### src/rtl/core/kji_frame.sv
// Time to frame conversion: scale, offset, clamp and neighbor frame selection.
`default_nettype none

module kji_frame #(
    parameter int MAX_FRAMES = 1024,
    parameter int FRAME_W    = 10
) (
    input  logic               clk,
    input  logic               rst_n,
    input  logic               load_time,
    input  logic [31:0]        query_time,
    input  logic [15:0]        frames_per_second,
    input  logic [15:0]        offset_frames,
    input  logic [10:0]        frame_count,
    output logic [FRAME_W-1:0] base_frame,
    output logic [FRAME_W-1:0] next_frame,
    output logic [FRAME_W-1:0] far_frame,
    output logic [15:0]        blend,
    output logic               top_flag,
    output logic               mid_flag
);

    logic [31:0]         time_reg;
    logic [47:0]         prod_reg;
    logic [39:0]         fsub_reg;
    logic [FRAME_W+15:0] fclamp_reg;
    logic [FRAME_W-1:0]  base_reg;
    logic [FRAME_W-1:0]  next_reg;
    logic [FRAME_W-1:0]  far_reg;
    logic [15:0]         blend_reg;
    logic                top_reg;
    logic                mid_reg;

    logic [FRAME_W-1:0]  last_frame;
    logic [39:0]         scaled;
    logic [39:0]         offset_q;
    logic [FRAME_W+15:0] top_q;
    logic [FRAME_W-1:0]  i0;
    logic [FRAME_W-1:0]  base_v;
    logic                mid_v;

    // Last usable frame index, with the frame count held to its legal range.
    always_comb
    begin
        if (frame_count < 11'd2)
        begin
            last_frame = FRAME_W'(1);
        end
        else if (32'(frame_count) > 32'(MAX_FRAMES))
        begin
            last_frame = FRAME_W'(MAX_FRAMES - 1);
        end
        else
        begin
            last_frame = FRAME_W'(frame_count - 11'd1);
        end
    end

    assign scaled   = prod_reg[47:8];
    assign offset_q = 40'({offset_frames, 16'h0000});
    assign top_q    = {last_frame, 16'h0000};
    assign i0       = fclamp_reg[FRAME_W+15:16];
    assign base_v   = (i0 < last_frame) ? i0 : last_frame - FRAME_W'(1);
    assign mid_v    = i0 < (last_frame - FRAME_W'(1));

    always_ff @(posedge clk or negedge rst_n)
    begin
        if (!rst_n)
        begin
            time_reg   <= '0;
            prod_reg   <= '0;
            fsub_reg   <= '0;
            fclamp_reg <= '0;
            base_reg   <= '0;
            next_reg   <= '0;
            far_reg    <= '0;
            blend_reg  <= '0;
            top_reg    <= 1'b0;
            mid_reg    <= 1'b0;
        end
        else
        begin
            if (load_time)
            begin
                time_reg <= query_time;
            end
            prod_reg   <= time_reg * frames_per_second;
            fsub_reg   <= (scaled > offset_q) ? scaled - offset_q : '0;
            fclamp_reg <= (fsub_reg > 40'(top_q)) ? top_q : (FRAME_W+16)'(fsub_reg);
            base_reg   <= base_v;
            next_reg   <= base_v + FRAME_W'(1);
            far_reg    <= mid_v ? base_v + FRAME_W'(2) : base_v + FRAME_W'(1);
            blend_reg  <= fclamp_reg[15:0];
            top_reg    <= (i0 == last_frame);
            mid_reg    <= mid_v;
        end
    end

    assign base_frame = base_reg;
    assign next_frame = next_reg;
    assign far_frame  = far_reg;
    assign blend      = blend_reg;
    assign top_flag   = top_reg;
    assign mid_flag   = mid_reg;

    // A time clamped to the last frame never also has a third frame after it.
    a_top_not_mid: assert property (@(posedge clk) disable iff (!rst_n)
        !(top_reg && mid_reg))
        else $error("frame unit flags last frame and middle frame at once");

endmodule

`default_nettype wire

### config.mk
export PLATFORM = sky130hd
export DESIGN_NAME = kji_frame
export DESIGN_NICKNAME = d
export VERILOG_FILES = /design/src/rtl/core/kji_frame.sv
export SDC_FILE = /design/constraint.sdc
export NUM_CORES = 2
export LEC_CHECK = 0
export BUFFER_PORTS_ARGS = -buffer_cell sky130_fd_sc_hd__buf_2
export CAP_MARGIN = 20
export CELL_PAD_IN_SITES_DETAIL_PLACEMENT = 1
export CELL_PAD_IN_SITES_GLOBAL_PLACEMENT = 2
export CORE_MARGIN = 4
export CORE_UTILIZATION = 38
export CTS_BUF_LIST = sky130_fd_sc_hd__clkbuf_8
export DETAILED_ROUTE_END_ITERATION = 8
export PLACE_DENSITY_LB_ADDON = 0.1
export SLEW_MARGIN = 20
export SYNTH_ARGS = -nofsm -noshare
export SYNTH_HDL_FRONTEND = slang
export SYNTH_SLANG_ARGS = --single-unit
export TNS_END_PERCENT = 50
### constraint.sdc
create_clock -name clk -period 5.9 [get_ports clk]
set_input_delay 0.295 -clock clk [delete_from_list [all_inputs] [get_ports clk]]
set_output_delay 0.295 -clock clk [all_outputs]
set_load 0.05 [all_outputs]
==> results.yml <==
placement:
  place_hpwl_um: 58840
  routabilityCongestion: 0.8283
  pre_cts_slack_ns: -0.6136
  port_buffer_count: 125
setup_path:
  crit_type: "flop to flop"
  cp_num_cells: 21
  critPathArrivalTime_ns: 6.51
  crit_path_top_delay_cell: "fa_2"
  max_stage_delay_ns: 0.60
  path_delay_family: "adder cells"
  worst_setup_path_start_kind: "flop"
  critPathMaxFanout: 5
  crit_buf_inv: 5
  rr_worst_depth: 21
  cp_common_cell: "fa_1"
  worst-endpoint-required_ns: 6.33
  cp_cell_sequence: "clkbuf_4, and2_1, fa_1, inv_1, fa_1, fa_1, inv_1, fa_2, fa_1, fa_1, ha_1, buf_4, and3_4, nand2_1, a211o_1, nand2_1, nand4_1, o21ai_4, a21oi_2, buf_4, o221a_2"
  setup.worst_path.end_class: "flop"
worst_hold_path:
  hold_class: "input port to flop"
  hold_depth: 3
clocking:
  clock_buffer_depth: 2
  ctsHtreeMaxLevel: 4
  worst_setup_hold_path_clk_slew_ns: 0.13
  cts.sink_count: 186
  total_cts_buffers: 17
  clock_latency_ns: 0.59
  clock_tree_from_tritoncts: "yes"
  cts-root-buf: "clkbuf_8"
die:
  die_w_um: 259.7
  core_mm2: 0.06285
  floorplan.rows: 92
  initial_core_util: 0.3832
  design.die.area_mm2: 0.06747
  die_y_um: 259.7
  io_pins: 126
global_route:
  via_count_of_the_first_global_routing_pass: 20640
  globalRouteOverflowTotal: 0
  antenna_found_initial: 4
  first_pass_grt_wire_length_um: 112500
  groute.usage.overall: 0.2127
  largest_net_degree_at_the_start_of_global_routing: 65
route:
  detailedRoute.firstPassIterationCount: 7
  post_drt_wl_per_cell_um: 18.66
  total_via_count_in_the_routed_design: 18110
  detail_route.drc_violations: 0
  first_iter_violations: 629
  postRouteAntennaNets: 0
  post_drt_via_cell_ratio: 4.848
  drt_wl_total_um: 69700
timing:
  worst_slack_ns: -0.1789
  final_clock_skew_ns: 0.05218
  clock.fmax_mhz: 164.5
  setup_viol: 15
  final_max_slew_viol_count: 0
  maxSlewHeadroom: 0.3145
  layout_min_cycle_time_ns: 6.079
  setup_repair_after_global_routing_missed_its_margin: "yes"
  tightest_slew_ns: 1.028
  final_hold_viol_count: 0
  tns_ns: -1.088
  layout_worst_path_cycle_share: 1.030
synth:
  synth_fp_nets: 3172
  count_of_state_elements_after_synthesis: 186
  synth_area_mm2: 0.02408
  synth_warnings: 0
  yosysSeqAreaShare: 0.1933
  number_of_unique_standard_cell_types_used_by_synthesis: 71
  number_of_synthesized_flops_with_an_enable_pin: 0
  ys.flop_type: "dfrtp_1"
  syn_area_per_cell_um2: 9.599
  async_flop_share: 1.000
  netlist_instances: 2509
status:
  run_status: "finished with violations"
  failed_checks: "setup timing"
final_layout:
  share_of_final_layout_standard_cells_stronger_than_drive_strength_1: 0.2105
  layout-area-overhead-vs-synth_pct: 21.28
  layout.filler_cells: 7199
  final_layout_net_count: 3538
job:
  cap_viol_max_count: 0
==> synth_stat cells, types with 7 or more instances <==
cell      count  area, µm²
inv_1       488       1832
fa_1        418       8368
nand2_1     349       1310
and2_1      232       1451
dfrtp_1     186       4654
ha_1        167       2090
clkbuf_1     99      371.6
nor2_1       64      240.2
xnor2_1      59      516.8
a21oi_1      53      265.3
mux2_2       39      439.2
o21ai_0      33      165.2
a21o_1       30      225.2
nor2b_1      26      162.7
xor2_1       21      183.9
nand3_1      20      100.1
nor3_1       20      100.1
o21a_1       18      135.1
nor4_1       17      106.4
nand4_1      15      93.84
mux2i_1      13      130.1
and3_1       10      62.56
nand2b_1     10      62.56
a211oi_1      9      67.56
a31oi_1       9      56.30
o21bai_1      9      67.56
or3_1         7      43.79
==> worst paths after layout <==
kind / startpoint / endpoint / slack [ns]
min in group asynchronous: rst_n / base_frame[4] / 0.31
worst min register to register: fclamp_reg[3] / blend[3] / 0.36
max in group asynchronous: rst_n / time_reg[25] / 4.13
worst max register to register: time_reg[17] / prod_reg[35] / -0.18
worst max-delay path: time_reg[17] / prod_reg[35] / -0.18
worst min-delay path: offset_frames[0] / fsub_reg[16] / 0.12
==> cell usage in the layout, fill, tap and decap left out, types with 17 or more instances in the layout <==
cell type and n:
xnor2_1 58, dlygate4sd3_1 33, a21oi_1 36, buf_12 20, ha_1 154, xor2_1 20, clkbuf_8 18, dfrtp_2 19
fa_1 407, nor4_1 17, nor2_1 58, nand3_1 20, dfrtp_1 167, buf_4 260, and2_1 226, nor2b_1 26
mux2_2 39, a21o_1 30, o21ai_0 25, o21a_1 18, buf_2 125, inv_1 486, nand2_1 345, nor3_1 17
==> layer usage <==
metal	up-vias	global-route usage	share of wire
li1	8392	-	-
met1	9422	0.2735	0.44
met2	219	0.3827	0.52
met3	78	0.02464	0.022
met4	0	0.05307	0.019
met5	-	0	0
==> repair_timing <==
action / in CTS / in global routing
pin swaps: 32 / 40
gates resized for setup: 96 / 41
buffers inserted: 28 / 12
endpoints found under the hold margin: 93 / 0
cloned: 0 / 1
hold buffers: 33 / 0
endpoints found under the setup margin: 25 / 27
==> cell type report <==
type / count / area, µm² / area share
flip-flops and latches: 186 / 4678 / 0.1602
inverters: 488 / 1832 / 0.06271
clock inverters: 15 / 224.0 / 0.007668
clock buffers: 17 / 234.0 / 0.008011
multi-input cells: 1729 / 17700 / 0.6060
well taps: 846 / 1059 / 0.03624
diodes: 2 / 5.005 / 0.0001714
repair buffers: 453 / 3476 / 0.1190
==> metrics by stage <==
stage / utilization / cell area, µm² / cells / hold WS, ns
global placement: 0.4383 / 27550 / 3632 / 0.3353
detailed placement: 0.4383 / 27550 / 3632 / 0.3364
global route: 0.4647 / 29210 / 3735 / 0.07790
CTS: 0.4611 / 28980 / 3725 / 0.05592
floorplan: - / 24110 / 2509 / -0.0005911
finish: 0.4647 / 29210 / 3736 / 0.1181
==> cell families after synthesis <==
kind of cell,share of synthesized area
AOI/OAI and AO/OA,0.05788
xor gates and xnor gates,0.02909
and+or+nand+nor,0.1681
muxes,0.02457
DFF,0.1933
adders and majority gates,0.4342
buffers and inverters,0.09289
==> tightest hold or removal path: stages <==
cell and delay, ns:
buf_2 0.12, ha_1 0.17, nor2_1 0.06
Power is not shown: default switching activity piles up to over one toggle a cycle in this logic, so the estimate is an artifact.
